File: config.mk
export PLATFORM = sky130hd
export DESIGN_NAME = mesi_snooping_cache_controller
export DESIGN_NICKNAME = d
export VERILOG_FILES = /design/src/sv/msc_pkg.sv /design/src/sv/mesi_snooping_cache_controller.sv /design/src/sv/msc_core.sv
export SDC_FILE = /design/constraint.sdc
export NUM_CORES = 1
export LEC_CHECK = 0
export BUFFER_PORTS_ARGS = -buffer_cell sky130_fd_sc_hd__buf_2
export CAP_MARGIN = 10
export CORE_UTILIZATION = 35
export DETAILED_ROUTE_END_ITERATION = 10
export PLACE_DENSITY = 0.65
export SETUP_SLACK_MARGIN = 0.15
export SLEW_MARGIN = 20
export SYNTH_ARGS = -nofsm -noshare
export SYNTH_HDL_FRONTEND = slang
export SYNTH_SLANG_ARGS = --single-unit
File: constraint.sdc
create_clock -name clk_i -period 3.9 [get_ports clk_i]
set_clock_uncertainty 0.05 [all_clocks]
set_input_delay 0 -clock clk_i [delete_from_list [all_inputs] [get_ports clk_i]]
set_output_delay 0 -clock clk_i [all_outputs]
set_load 0.05 [all_outputs]
File: src/sv/msc_pkg.sv
`timescale 1ns / 1ps

package msc_pkg;

  localparam int unsigned LINES_DEF = 2;

  localparam int unsigned ADDR_W = 8;
  localparam int unsigned DATA_W = 8;

  // operation codes
  localparam logic [2:0] OP_CPU_RD    = 3'd0;
  localparam logic [2:0] OP_CPU_WR    = 3'd1;
  localparam logic [2:0] OP_SNP_RD    = 3'd2;
  localparam logic [2:0] OP_SNP_INV   = 3'd3;
  localparam logic [2:0] OP_SNP_SHARE = 3'd4;
  localparam logic [2:0] OP_SNP_FLUSH = 3'd5;

  // mesi states
  localparam logic [1:0] ST_M = 2'd0;
  localparam logic [1:0] ST_E = 2'd1;
  localparam logic [1:0] ST_S = 2'd2;
  localparam logic [1:0] ST_I = 2'd3;

  // bus transaction types
  localparam logic [1:0] BUS_RD    = 2'd0;
  localparam logic [1:0] BUS_RDX   = 2'd1;
  localparam logic [1:0] BUS_SHARE = 2'd2;
  localparam logic [1:0] BUS_FLUSH = 2'd3;

  typedef struct packed {
    logic [2:0]               operation;
    logic [ADDR_W-1:0]        address;
    logic signed [DATA_W-1:0] write_value;
    logic signed [DATA_W-1:0] fill_data;
    logic [1:0]               issuer_id;
  } req_t;

  typedef struct packed {
    logic                     writeback_valid;
    logic [ADDR_W-1:0]        writeback_address;
    logic signed [DATA_W-1:0] writeback_value;
    logic                     bus_valid;
    logic [1:0]               bus_type;
    logic [ADDR_W-1:0]        bus_address;
    logic signed [DATA_W-1:0] read_value;
    logic [1:0]               line_state;
  } rsp_t;

  typedef struct packed {
    logic [ADDR_W-1:0] tag;
    logic [DATA_W-1:0] value;
    logic [1:0]        mesi;
  } line_t;

endpackage

File: src/sv/mesi_snooping_cache_controller.sv
`timescale 1ns / 1ps

// mesi cache controller for one core, direct mapped, LINES lines
// request channel: drive req_i and pulse start_i; a transaction is taken at
//   every edge where start_i is high and busy_o is low. busy_o never rises,
//   so a cpu access or a snoop can be issued in every cycle.
// result channel: done_o is high for exactly one cycle with rsp_o; the result
//   of a transaction is computed from the s1 stage and registered into rsp_q
//   and done_q before it appears on rsp_o. the receiver cannot stall, so
//   results are never held back and throughput is one transaction per cycle.
// the line store is read when a transaction is accepted and written in the
//   cycle after; a forwarding register covers back-to-back hits to one line.
// configuration: core_id is written over cfg_valid_i/cfg_ready_o, by the user
//   only while the block is idle (not enforced); cfg_ready_o is always high.
// reset: all lines read as tag 0, value 0, invalid (per-line valid bits are
//   cleared), core_id goes to 0 and any transaction in flight is dropped.
//   no clearing pass is needed, the block accepts work right after reset.
module mesi_snooping_cache_controller #(
  parameter int unsigned LINES = msc_pkg::LINES_DEF
) (
  input  logic           clk_i,
  input  logic           rst_ni,
  input  logic           start_i,
  output logic           busy_o,
  input  msc_pkg::req_t  req_i,
  output logic           done_o,
  output msc_pkg::rsp_t  rsp_o,
  input  logic           cfg_valid_i,
  output logic           cfg_ready_o,
  input  logic [1:0]     cfg_data_i
);
  import msc_pkg::*;

  localparam int unsigned IdxW = (LINES > 1) ? $clog2(LINES) : 1;
  localparam int unsigned AddrN = 1 << ADDR_W;

  // address to line index table, built at elaboration
  logic [IdxW-1:0] idx_lut [AddrN];
  for (genvar g = 0; g < AddrN; g++) begin : g_lut
    assign idx_lut[g] = IdxW'(g % LINES);
  end

  line_t            mem [LINES];
  logic [LINES-1:0] lvld_q;

  logic [1:0]      core_id_q;
  logic            accept;
  logic [IdxW-1:0] in_idx;

  logic            s1_vld_q;
  req_t            s1_req_q;
  logic [IdxW-1:0] s1_idx_q;
  logic            s1_lvld_q;
  line_t           s1_line_q;

  logic            wr_vld_q;
  logic [IdxW-1:0] wr_idx_q;
  line_t           wr_line_q;

  line_t line_cur;
  line_t line_nxt;
  rsp_t  rsp_d;
  rsp_t  rsp_q;
  logic  done_q;

  assign busy_o      = 1'b0;
  assign cfg_ready_o = 1'b1;
  assign accept      = start_i && !busy_o;
  assign in_idx      = idx_lut[req_i.address];

  always_ff @(posedge clk_i or negedge rst_ni) begin
    if (!rst_ni) begin
      core_id_q <= '0;
    end else if (cfg_valid_i && cfg_ready_o) begin
      core_id_q <= cfg_data_i;
    end
  end

  // line store: read on accept, write from the update stage
  always_ff @(posedge clk_i) begin
    if (s1_vld_q) begin
      mem[s1_idx_q] <= line_nxt;
    end
    if (accept) begin
      s1_line_q <= mem[in_idx];
    end
  end

  always_ff @(posedge clk_i or negedge rst_ni) begin
    if (!rst_ni) begin
      lvld_q   <= '0;
      s1_vld_q <= 1'b0;
      wr_vld_q <= 1'b0;
      done_q   <= 1'b0;
    end else begin
      if (s1_vld_q) begin
        lvld_q[s1_idx_q] <= 1'b1;
      end
      s1_vld_q <= accept;
      wr_vld_q <= s1_vld_q;
      done_q   <= s1_vld_q;
    end
  end

  always_ff @(posedge clk_i) begin
    if (accept) begin
      s1_req_q  <= req_i;
      s1_idx_q  <= in_idx;
      s1_lvld_q <= lvld_q[in_idx];
    end
    wr_idx_q  <= s1_idx_q;
    wr_line_q <= line_nxt;
    rsp_q     <= rsp_d;
  end

  // the store read missed the write of the previous transaction when both
  // address the same line, so take the forwarded copy
  always_comb begin
    if (wr_vld_q && (wr_idx_q == s1_idx_q)) begin
      line_cur = wr_line_q;
    end else if (s1_lvld_q) begin
      line_cur = s1_line_q;
    end else begin
      line_cur      = '0;
      line_cur.mesi = ST_I;
    end
  end

  msc_core u_core (
    .req_i     (s1_req_q),
    .line_i    (line_cur),
    .core_id_i (core_id_q),
    .line_o    (line_nxt),
    .rsp_o     (rsp_d)
  );

  assign done_o = done_q;
  assign rsp_o  = rsp_q;

endmodule

File: src/sv/msc_core.sv
`timescale 1ns / 1ps

module msc_core (
  input  msc_pkg::req_t  req_i,
  input  msc_pkg::line_t line_i,
  input  logic [1:0]     core_id_i,
  output msc_pkg::line_t line_o,
  output msc_pkg::rsp_t  rsp_o
);
  import msc_pkg::*;

  logic hit;
  logic is_cpu;
  logic snp_act;

  assign hit     = (line_i.tag == req_i.address);
  assign is_cpu  = (req_i.operation == OP_CPU_RD) || (req_i.operation == OP_CPU_WR);
  assign snp_act = (req_i.operation == OP_SNP_RD) || (req_i.operation == OP_SNP_INV) ||
                   (req_i.operation == OP_SNP_SHARE) || (req_i.operation == OP_SNP_FLUSH);

  always_comb begin
    line_o = line_i;
    rsp_o  = '0;
    if (is_cpu) begin
      if (!hit) begin
        if (line_i.mesi == ST_M) begin
          rsp_o.writeback_valid   = 1'b1;
          rsp_o.writeback_address = line_i.tag;
          rsp_o.writeback_value   = line_i.value;
        end
        line_o.tag = req_i.address;
        rsp_o.bus_valid   = 1'b1;
        rsp_o.bus_address = req_i.address;
        if (req_i.operation == OP_CPU_RD) begin
          line_o.value   = req_i.fill_data;
          line_o.mesi    = ST_E;
          rsp_o.bus_type = BUS_RD;
        end else begin
          line_o.value   = req_i.write_value;
          line_o.mesi    = ST_M;
          rsp_o.bus_type = BUS_RDX;
        end
      end else if (req_i.operation == OP_CPU_RD) begin
        // read hit on an invalid line refills without a victim
        if (line_i.mesi == ST_I) begin
          line_o.value      = req_i.fill_data;
          line_o.mesi       = ST_E;
          rsp_o.bus_valid   = 1'b1;
          rsp_o.bus_type    = BUS_RD;
          rsp_o.bus_address = req_i.address;
        end
      end else begin
        line_o.value = req_i.write_value;
        line_o.mesi  = ST_M;
        if (line_i.mesi != ST_M) begin
          rsp_o.bus_valid   = 1'b1;
          rsp_o.bus_type    = BUS_RDX;
          rsp_o.bus_address = req_i.address;
        end
      end
    end else if (snp_act && (req_i.issuer_id != core_id_i) && hit && (line_i.mesi != ST_I)) begin
      case (req_i.operation)
        OP_SNP_RD: begin
          rsp_o.bus_valid   = 1'b1;
          rsp_o.bus_address = req_i.address;
          if (line_i.mesi == ST_M) begin
            rsp_o.writeback_valid   = 1'b1;
            rsp_o.writeback_address = line_i.tag;
            rsp_o.writeback_value   = line_i.value;
            rsp_o.bus_type          = BUS_FLUSH;
          end else begin
            rsp_o.bus_type = BUS_SHARE;
          end
          line_o.mesi = ST_S;
        end
        OP_SNP_INV: begin
          line_o.mesi = ST_I;
        end
        OP_SNP_SHARE: begin
          line_o.mesi = ST_S;
        end
        default: begin
          if (line_i.mesi == ST_E) begin
            line_o.value = req_i.fill_data;
            line_o.mesi  = ST_S;
          end
        end
      endcase
    end

    if (line_o.tag == req_i.address) begin
      rsp_o.read_value = line_o.value;
      rsp_o.line_state = line_o.mesi;
    end else begin
      rsp_o.read_value = '0;
      rsp_o.line_state = ST_I;
    end
  end

endmodule
Yosys cells after proc, flatten, opt, wreduce, memory -nomap -nowiden
Memories as Yosys holds them, arrays and structs flattened. A register that Yosys moved wholly into a read port is not among the register bits. Cells that the tools add are included.

Reductions and logical operators: 14. Equal/unequal tests: 12. Muxes and demuxes: 32. Order comparisons: 4. Shift operators: 0. $add $sub $neg: 0. Divide/modulo/power cells: 0. Bitwise logic cells: 2. Multipliers: 0.

Operators by type and width (count): 28-bit two-way mux (3); 10-bit two-way mux (7); 11-bit two-way mux (4); 18-bit two-way mux (2); 17-bit two-way mux (2); 8-bit two-way mux (3); 8-bit equality test (2); 9-bit greater-or-equal comparator, second input constant (1); 1-bit two-way mux (9); 8-bit NOT with 9-bit output (1); 3-bit by 2-bit equality test with 1-bit output, second input constant (2); 3-bit equality test, second input constant (2); 1-bit logical AND (5); 1-bit logical OR (4); 1-bit by 2-bit < comparator with 1-bit output, second input constant (2); 2-bit case mux with 2 select lines (1); 3-bit by 1-bit equality test with 1-bit output, second input constant (1); 3-bit logical NOT (1); 3-bit OR reduction (1); 2-bit by 1-bit equality test with 1-bit output, second input constant (1); 2-bit equality test, second input constant (1); 2-bit logical NOT (1); 2-bit != test (1); 2-bit != test, second input constant (1); other kinds (6) (6).

Memories: 2. Memory bits (writable): 36. Input bits: 35. Output and inout bits: 41. Memory bits (read-only): 256. Latch bits: 0. Register bits after elaboration: 94. Word-level logic and storage cells: 89.

Memories: (name not given) (depth 256, bits a word 1, rd ports 1, clocked after Yosys merged registers in 0, wr ports 0, line mesi_snooping_cache_controller.sv:69) `assign in_idx = idx_lut[req_i.address];`; mem (depth 2, bits a word 18, rd ports 1, clocked after Yosys merged registers in 1, wr ports 1, line mesi_snooping_cache_controller.sv:43) `line_t mem [LINES];`.

Depth between registers and ports, before layout
Gate-level depths: netlist (run 1).

Depth in word-level cells: 9. Mapped depth: 11. Depth with buffers taken out: 8.

Hierarchy
From an unflattened synthesis (run 1), not the netlist that was laid out.

Cells, all modules: 392. Area total of the unflattened synthesis: 5629.1 um^2.

By module, submodules not included: mesi_snooping_cache_controller (cells an instance 235, area each 4480.5 um^2, seq. area each 3813.7 um^2, times used 1); msc_core (cells an instance 157, area each 1148.6 um^2, seq. area each 0.0 um^2, times used 1).

Worst setup path after synthesis (run 1)
OpenSTA, ideal clock, no wires.

Kind: register to register. From: register done_o (netlist name). To: memory mem[0][13] (netlist name), data pin. Stages on the path, launching flop included: 10. Clock period less this slack: 2730 ps. Arrival: 2415 ps. Path slack: 1170 ps. Buffers on the path: 2. Cells stage by stage: dfrtp_1 buf_2 inv_1 nor2_1 buf_2 nand4_1 a21oi_1 nand2_1 nand2_2 mux2_2.

RTL lines (line): to (decl) (mesi_snooping_cache_controller.sv:43).

==> results.ini, run 1 <==
[run_status]
outcome = finished clean

[yosys]
yosys_warnings = 0
synth_nets = 481
async_flop_share_pct = 4.08
syn_area_mm2 = 0.00575
synth_edf_count = 84
synth_ff_type = edfxtp_1
synth_cell_types = 57
syn_avg_cell_area_um2 = 12.9
yosys_register_bits = 147
syn_inst = 446
ys_seq_area_share_pct = 66.3

[power_and_ir_drop]
p_leak_nw = 2.97
ir_drop_v = 0.000339
pwr_density_cell_mw_per_mm2 = 543

[clocking]
clk_path_buf_depth = 2
cts_tree = yes
htreeDepth = 4
cts_num_sinks = 147
clk_pin_slew_ns = 0.06
cts_inserted_buffers = 17
worstSkewPairLatency_ns = 0.43
cts_root_buffer = clkbuf_16

[timing]
timing.final.crit_share_pct = 82.1
clock.fmax_mhz = 312
slew_viol_final = 0
setup_violations = 0
tightest_slew_ns = 0.733
slew_headroom_pct = 51.0
layout_min_cycle_time_ns = 3.20
rsz0062_at_grt = false
hold_viol = 0
tns_ns = 0

[flow_run]
cap_violations = 0

[setup_path]
crit_path_cell_trace = xor2_2, nor2_1, nand4_1, a21oi_1, nand2_1, nand2_2, mux2_2
critPathArrivalTime_ns = 3.32
slowest_delay_ns = 0.58
cp_num_buf_inv = 0
start_kind = flop
cp.required_ns = 4.02
critPathKind = reg2reg
cp_max_fo = 13
critPathSlowestCell = nor2_1
critPathCaptureType = flop
critPathTopFamily = simple AND/OR/NAND/NOR gates

[route]
drtPass1Iterations = 5
drc = 0
post_drt_wl_per_cell_um = 16.0
vias = 3835
viasPerCell = 4.88
routed_wl_um = 12600
drtAntennaViolNets = 0
drtIter0Drc = 433

[floorplanning]
die_h_um = 130
die_width_um = 130
start_util_pct = 36.1
io_pins = 76
core_mm2 = 0.0159
rows = 46
die-area_mm2 = 0.0170

[global_routing]
grt_antenna_before_repair = 1
gr-total-overflow = 0
grt_pass1_vias = 3726
grt_usage_pct = 15.9
grt_max_degree = 50
grt_pass1_wl_um = 19600

[cells_and_area]
n_fill_cell = 1436
final_cell_mix = edfxtp_1, buf_2, dfxtp_1
drive_gt1_share_pct = 27.7
syn_to_final_growth_pct = 26.1
n_antenna_cell = 0
fin_nets = 592
final_util_pct = 45.5
finish.instance_area_mm2 = 0.00726
final_common_cell = edfxtp_1
seq_area_mm2 = 0.00381
multiInputGateArea_mm2 = 0.00176

[place]
placed_cell_area_mm2 = 0.00632
dp_hpwl_um = 8370
gp_congestion = 0.890
port_buffers = 73

[worst_hold_path]
hp-class = in2reg

layout make-up:
cell class	count	area share (%)
Tap cell	216	3.72
Multi-Input combinational cell	258	24.2
Inverter	19	0.983
Sequential cell	147	52.6
Clock buffer	20	6.16
Timing Repair Buffer	114	10.6
Clock inverter	12	1.81
cell families after synthesis:
logic type             Yosys count  share of synthesized area (%)
AO/OA/AOI/OAI                   85                           9.42
XOR/XNOR                         8                           1.48
buffers and inverters           41                           3.15
flip-flops                     147                           66.3
multiplexers                    42                           7.96
other                            2                          0.131
AND/OR/NAND/NOR                121                           11.6
registers in the layout, summed over array words and instances (netlist names):
name and flops:
rsp_o 38, s1_lvld_q 1, s1_req_q 29, done_o 1
wr_idx_q 1, s1_line_q 18, wr_line_q 18, core_id_q 2
lvld_q 2, mem 36, s1_vld_q 1
through the flow:
stage | hold slack, ns | power, mW | instances | worst slack, ns
2_1_floorplan | -0.346 | 2.21 | 446 | 1.17
3_3_place_gp | -0.219 | 2.34 | 719 | 0.850
3_5_place_dp | -0.212 | 2.35 | 719 | 0.743
4_1_cts | 0.0503 | 3.97 | 785 | 0.720
5_1_grt | 0.0537 | 4.10 | 786 | 0.414
6_report | 0.0524 | 3.94 | 786 | 0.698
synthesized netlist by cell type, types with 10 or more instances:
library cell  instances  area [um2]
nor2_1               23        86.3
mux2_2               30         338
inv_1                18        67.6
edfxtp_1             84        2520
mux2i_1              12         120
and3_1               18         113
a21oi_1              19        95.1
clkbuf_1             12        45.0
and2_1               10        62.6
nand2_1              23        86.3
o21ai_0              25         125
dfxtp_1              57        1140
what timing repair did:
| item | in CTS | in global routing |
|---|---|---|
| endpoints found under the hold margin | 36 | 0 |
| setup buffers | 0 | 0 |
| hold buffers | 34 | 0 |
| resized for setup | 0 | 0 |
path summary, 6_finish.rpt:
path | from | end | slack (ns) | cells past startpoint
setup / recovery | s1_req_q[18]$_DFFE_PP_ | mem[1][10]$_DFFE_PP_ | 0.70 | 7
hold / removal | req_i[18] | s1_req_q[18]$_DFFE_PP_ | 0.05 | 1
setup reg to reg | s1_req_q[18]$_DFFE_PP_ | mem[1][10]$_DFFE_PP_ | 0.70 | 7
hold reg to reg | s1_vld_q$_DFF_PN0_ | done_o$_DFF_PN0_ | 0.34 | 0
max in group asynchronous | rst_ni | core_id_q[1]$_DFFE_PN0P_ | 3.10 | 3
min in group asynchronous | rst_ni | lvld_q[0]$_DFFE_PN0P_ | 0.47 | 3
per-layer routing:
metal / vias to the layer above / track usage, % / share of wire, %
met5: - / 0 / 0
met4: 0 / 8.62 / 2.7
met3: 31 / 4.22 / 5.8
met2: 151 / 24.6 / 45
met1: 1821 / 20.3 / 46
li1: 1832 / - / -
report_power, final:
| group | switching (mW) | internal (mW) | total (mW) |
|---|---|---|---|
| clock network | 0.628 | 0.958 | 1.59 |
| registers | 0.0718 | 1.80 | 1.87 |
| logic | 0.302 | 0.183 | 0.484 |
No activity file was read; power rests on OpenSTA's default activity.
==> run 2, diff against run 1 <==
PLACE_DENSITY = 0.67   (was 0.65)
clock period = 2.8 ns   (was 3.9 ns; I/O delays follow)
==> results.ini, run 2 (synthesized netlist as in run 1, its figures left out) <==
[flow_run]
cap_violations = 0

[place]
dp_hpwl_um = 8680
numPlacedInstances = 740
gp_congestion = 0.859
port_buffers = 73

[setup_path]
r2r_cells = 11
critPathKind = reg2reg
critPathCaptureType = flop
critPathArrivalTime_ns = 2.94
cp.required_ns = 3.08
cp_max_fo = 17
cp-startpoint = s1_req_q[18]$_DFFE_PP_
r2r_start = s1_req_q[18]$_DFFE_PP_
start_kind = flop

[power_and_ir_drop]
p_leak_nw = 3.10
switching_share_pct = 26.2
p_int_mw = 4.05
net-switching-power_mw = 1.44
pwr_density_cell_mw_per_mm2 = 725
ir_drop_v = 0.000437
p_comb_share_pct = 14.4
seqPwrFrac_pct = 47.4
power_frac_clock_pct = 38.2

[global_routing]
busiest_layer = met2
grt_pass1_wl_um = 20400
grt_pass1_vias = 3845
grt_max_degree = 30
gr-usage-met2_pct = 25.3
met1_usage_pct = 21.4
grt_antenna_before_repair = 0
use_met3_pct = 4.59
grt_usage_pct = 16.3
gr-total-overflow = 0

[timing]
timing.final.crit_share_pct = 94.8
layout_min_cycle_time_ns = 2.65
setup_violations = 0
slew_viol_final = 0
tightest_slew_ns = 0.590
tns_ns = 0
rsz0062_at_grt = true
slew_headroom_pct = 60.6
clock.fmax_mhz = 377
whs_ns = 0.0738
hold_viol = 0

[floorplanning]
die_h_um = 130
io_pins = 76
start_util_pct = 36.1
rows = 46
die_width_um = 130
die-area_mm2 = 0.0170
core_mm2 = 0.0159

[cells_and_area]
multiInputGateArea_mm2 = 0.00183
final_cell_mix = edfxtp_1, buf_2, dfxtp_1
n_antenna_cell = 0
drive_gt1_share_pct = 34.3
stdcell_count = 819
n_fill_cell = 1442
largest_register_ff_count = 38
final_common_cell = edfxtp_1
fin_nets = 625
seq_area_mm2 = 0.00382
syn_to_final_growth_pct = 31.5

[worst_hold_path]
hp-start = req_i[18]
timing.hold.worst_path_depth = 1
hp-class = in2reg

[route]
drtAntennaViolNets = 0
drc = 0
post_drt_wl_per_cell_um = 16.1
viasPerCell = 4.87
drtIter0Drc = 323
routed_wl_um = 13200
vias = 3986
drtPass1Iterations = 5

[run_status]
outcome = finished clean

[clocking]
cts_num_sinks = 147
cts_inserted_buffers = 17
cts_root_buffer = clkbuf_16
cts_tree = yes
htreeDepth = 4
clk_pin_slew_ns = 0.06
worstSkewPairLatency_ns = 0.42
clk_path_buf_depth = 2

[run 2: cell count changes in the layout (fill, tap and decap cells not counted), moves of 3 or more]
cell     previous run  this run
buf_4               6        37
o21ai_0            25        14
o21ai_1             0         9
mux2i_1            12         6
mux2i_2             0         6
inv_6               0         3
[run 2: path summary, 6_finish.rpt]
check | to | slack (ns)
hold / removal | s1_req_q[18]$_DFFE_PP_ | 0.07
setup / recovery | rsp_o[33]$_DFF_P_ | 0.15
max in group asynchronous | done_o$_DFF_PN0_ | 1.98
hold reg to reg | done_o$_DFF_PN0_ | 0.32
min in group asynchronous | core_id_q[0]$_DFFE_PN0P_ | 0.47
setup reg to reg | rsp_o[33]$_DFF_P_ | 0.15
[run 2: through the flow]
step,setup WS (ns),area [um2],power (mW),util (%)
finish,0.146,7560,5.49,47.4
global route,0.108,7560,5.70,47.4
CTS,0.154,7400,5.47,46.4
detailed placement,0.0811,6490,3.33,40.7
global placement,0.120,6490,3.32,40.7
floorplan,0.218,5750,3.08,-
[run 2: worst max-delay path, cell delays in order, from the launching register on]
cell and delay [ns]:
edfxtp_1 0.51, xor2_2 0.24, nor2_2 0.14, buf_6 0.15, nand4_1 0.19, buf_4 0.23
a211oi_2 0.27, nand4_1 0.23, inv_2 0.12, o21ai_2 0.07, buf_12 0.16, a21oi_1 0.20
[run 2: power groups by stage]
stage | sequential [mW] | clock (mW) | combinational (mW)
6_report | 2.60 | 2.10 | 0.791
2_1_floorplan | 2.70 | 0 | 0.375
3_3_place_gp | 2.63 | 0 | 0.684
5_1_grt | 2.62 | 2.24 | 0.851
3_5_place_dp | 2.64 | 0 | 0.694
4_1_cts | 2.60 | 2.14 | 0.740
[run 2: what timing repair did]
| action | 4_1_cts | 5_1_grt |
|---|---|---|
| gates resized for setup | 6 | 29 |
| buffers inserted | 0 | 12 |
| hold endpoints to repair | 37 | 0 |
| cloned | 0 | 0 |
| setup endpoints to repair | 26 | 57 |
| pin swaps | 0 | 5 |
| hold buffers | 35 | 0 |
[run 2: layout make-up]
type | count | area share, %
clock buffers | 22 | 6.29
clock inverters | 10 | 0.959
multi-input cells | 258 | 24.2
inverters | 19 | 0.943
well taps | 216 | 3.57
repair buffers | 147 | 13.5
flip-flops and latches | 147 | 50.5
[run 2: metal layers]
layer | wire, um | vias up
met5 | 0 | -
met4 | 276 | 0
met3 | 710 | 20
met2 | 5990 | 141
met1 | 6210 | 1911
li1 | - | 1914
==> run 3, diff against run 2 <==
CAP_MARGIN = 15   (was 10)
PLACE_DENSITY = 0.53   (was 0.67)
==> results.ini, run 3 (synthesized netlist as in run 1, its figures left out) <==
[run_status]
outcome = finished clean

[setup_path]
cp.required_ns = 2.93
critPathTopFamily = compound AO/OA/AOI/OAI gates
worstReg2RegEnd = mem[0][2]$_DFFE_PP_
slowest_delay_ns = 0.51
critPathKind = reg2reg
critPathArrivalTime_ns = 2.75
critPathSlowestCell = edfxtp_1
critPathCaptureType = flop
cp_max_fo = 8
crit_path_cell_trace = xor2_2, nor2_1, buf_6, a2111o_1, nand2_4, nand4_4, mux2i_2, o21ai_1, buf_4
start_kind = flop
r2r_cells = 9
r2r_setup_slack_ns = 0.18
cp_num_buf_inv = 2
r2r_start = s1_req_q[18]$_DFFE_PP_
cp-startpoint = s1_req_q[18]$_DFFE_PP_

[route]
post_drt_wl_per_cell_um = 16.5
drtIter0Drc = 271
drtPass1Iterations = 5
routed_wl_um = 13600
drc = 0
viasPerCell = 4.76
drtAntennaViolNets = 0
vias = 3939

[cells_and_area]
multiInputGateArea_mm2 = 0.00183
final_util_pct = 48.1
final_cell_mix = edfxtp_1, buf_2, dfxtp_1
fin_nets = 633
syn_to_final_growth_pct = 33.4
drive_gt1_share_pct = 34.7
n_fill_cell = 1477
seq_area_mm2 = 0.00381
final_common_cell = edfxtp_1
stdcell_count = 827
largest_register_ff_count = 38
n_antenna_cell = 0

[power_and_ir_drop]
pwr_density_cell_mw_per_mm2 = 729
p_leak_nw = 3.17
total_power_mw = 5.59
ir_drop_v = 0.000434

[place]
dp_hpwl_um = 8930
port_buffers = 73
numPlacedInstances = 750
gp_congestion = 0.773

[global_routing]
grt_pass1_vias = 3847
grt_pass1_wl_um = 21300
grt_usage_pct = 17.5
grt_antenna_before_repair = 0
gr-total-overflow = 0
grt_max_degree = 30

[timing]
tns_ns = 0
slew_headroom_pct = 61.0
tightest_slew_ns = 0.585
hold_viol = 0
clock.fmax_mhz = 381
setup_violations = 0
whs_ns = 0.0371
layout_min_cycle_time_ns = 2.62
slew_viol_final = 0
rsz0062_at_grt = true
timing.final.crit_share_pct = 93.7

[clocking]
cts_inserted_buffers = 17
worstSkewPairLatency_ns = 0.42
clk_path_buf_depth = 2
clk_pin_slew_ns = 0.06
cts_num_sinks = 147
htreeDepth = 4
cts_tree = yes
cts_root_buffer = clkbuf_16

[floorplanning]
rows = 46
die_h_um = 130
core_mm2 = 0.0159
io_pins = 76
die-area_mm2 = 0.0170
start_util_pct = 36.1
die_width_um = 130

[worst_hold_path]
hold_end = s1_req_q[8]$_DFFE_PP_
hp-class = in2reg
hp-start = start_i
timing.hold.worst_path_depth = 1

[flow_run]
cap_violations = 0

[run 3: cell count changes in the layout (fill, tap and decap cells not counted), sizes merged]
cell	delta
dlygate4sd3	-1
clkinv	+1
inv	-2
buf	+9
clkbuf	-2
bufinv	+1
clkinvlp	+2
[run 3: worst max path at each step]
stage | slack, ns | cells after the start | endpoint
detailed placement | -0.08 | 7 | mem[0][6]$_DFFE_PP_
floorplan | 0.22 | 9 | mem[0][17]$_DFFE_PP_
CTS | 0.17 | 8 | rsp_o[3]$_SDFF_PP0_
global placement | -0.09 | 7 | mem[0][6]$_DFFE_PP_
global route | 0.1 | 9 | mem[0][2]$_DFFE_PP_
finish | 0.18 | 9 | mem[0][2]$_DFFE_PP_
[run 3: where the power goes]
group / internal, mW / switching, mW
Combinational: 0.364 / 0.478
Sequential: 2.50 / 0.0864
Clock: 1.27 / 0.887
[run 3: repair_timing]
action	CTS	global route
gates resized for setup	8	19
endpoints found under the hold margin	36	0
endpoints found under the setup margin	44	51
pin swaps	1	10
hold buffers	34	0
buffers inserted	2	9
[run 3: final cells by class]
| class | count | area share, % |
|---|---|---|
| tap | 216 | 3.52 |
| clock buffer | 20 | 5.97 |
| clock inverter | 12 | 1.37 |
| timing repair buffer | 155 | 14.6 |
| multi-input combinational | 258 | 23.9 |
| inverter | 19 | 0.929 |
| sequential | 147 | 49.7 |
[run 3: per-layer routing]
metal / up-vias / wire [um] / GRT usage (%)
met1: 1885 / 6520 / 23.0
met4: 0 / 248 / 7.59
met3: 15 / 635 / 4.63
met5: - / 0 / 0
li1: 1928 / - / -
met2: 111 / 6230 / 27.0
[run 3: through the flow]
stage,setup slack (ns),area (um2)
after CTS,0.167,7530
after global placement,-0.0943,6600
after global routing,0.0957,7670
final,0.177,7670
after floorplan,0.218,5750
after detailed placement,-0.0847,6600
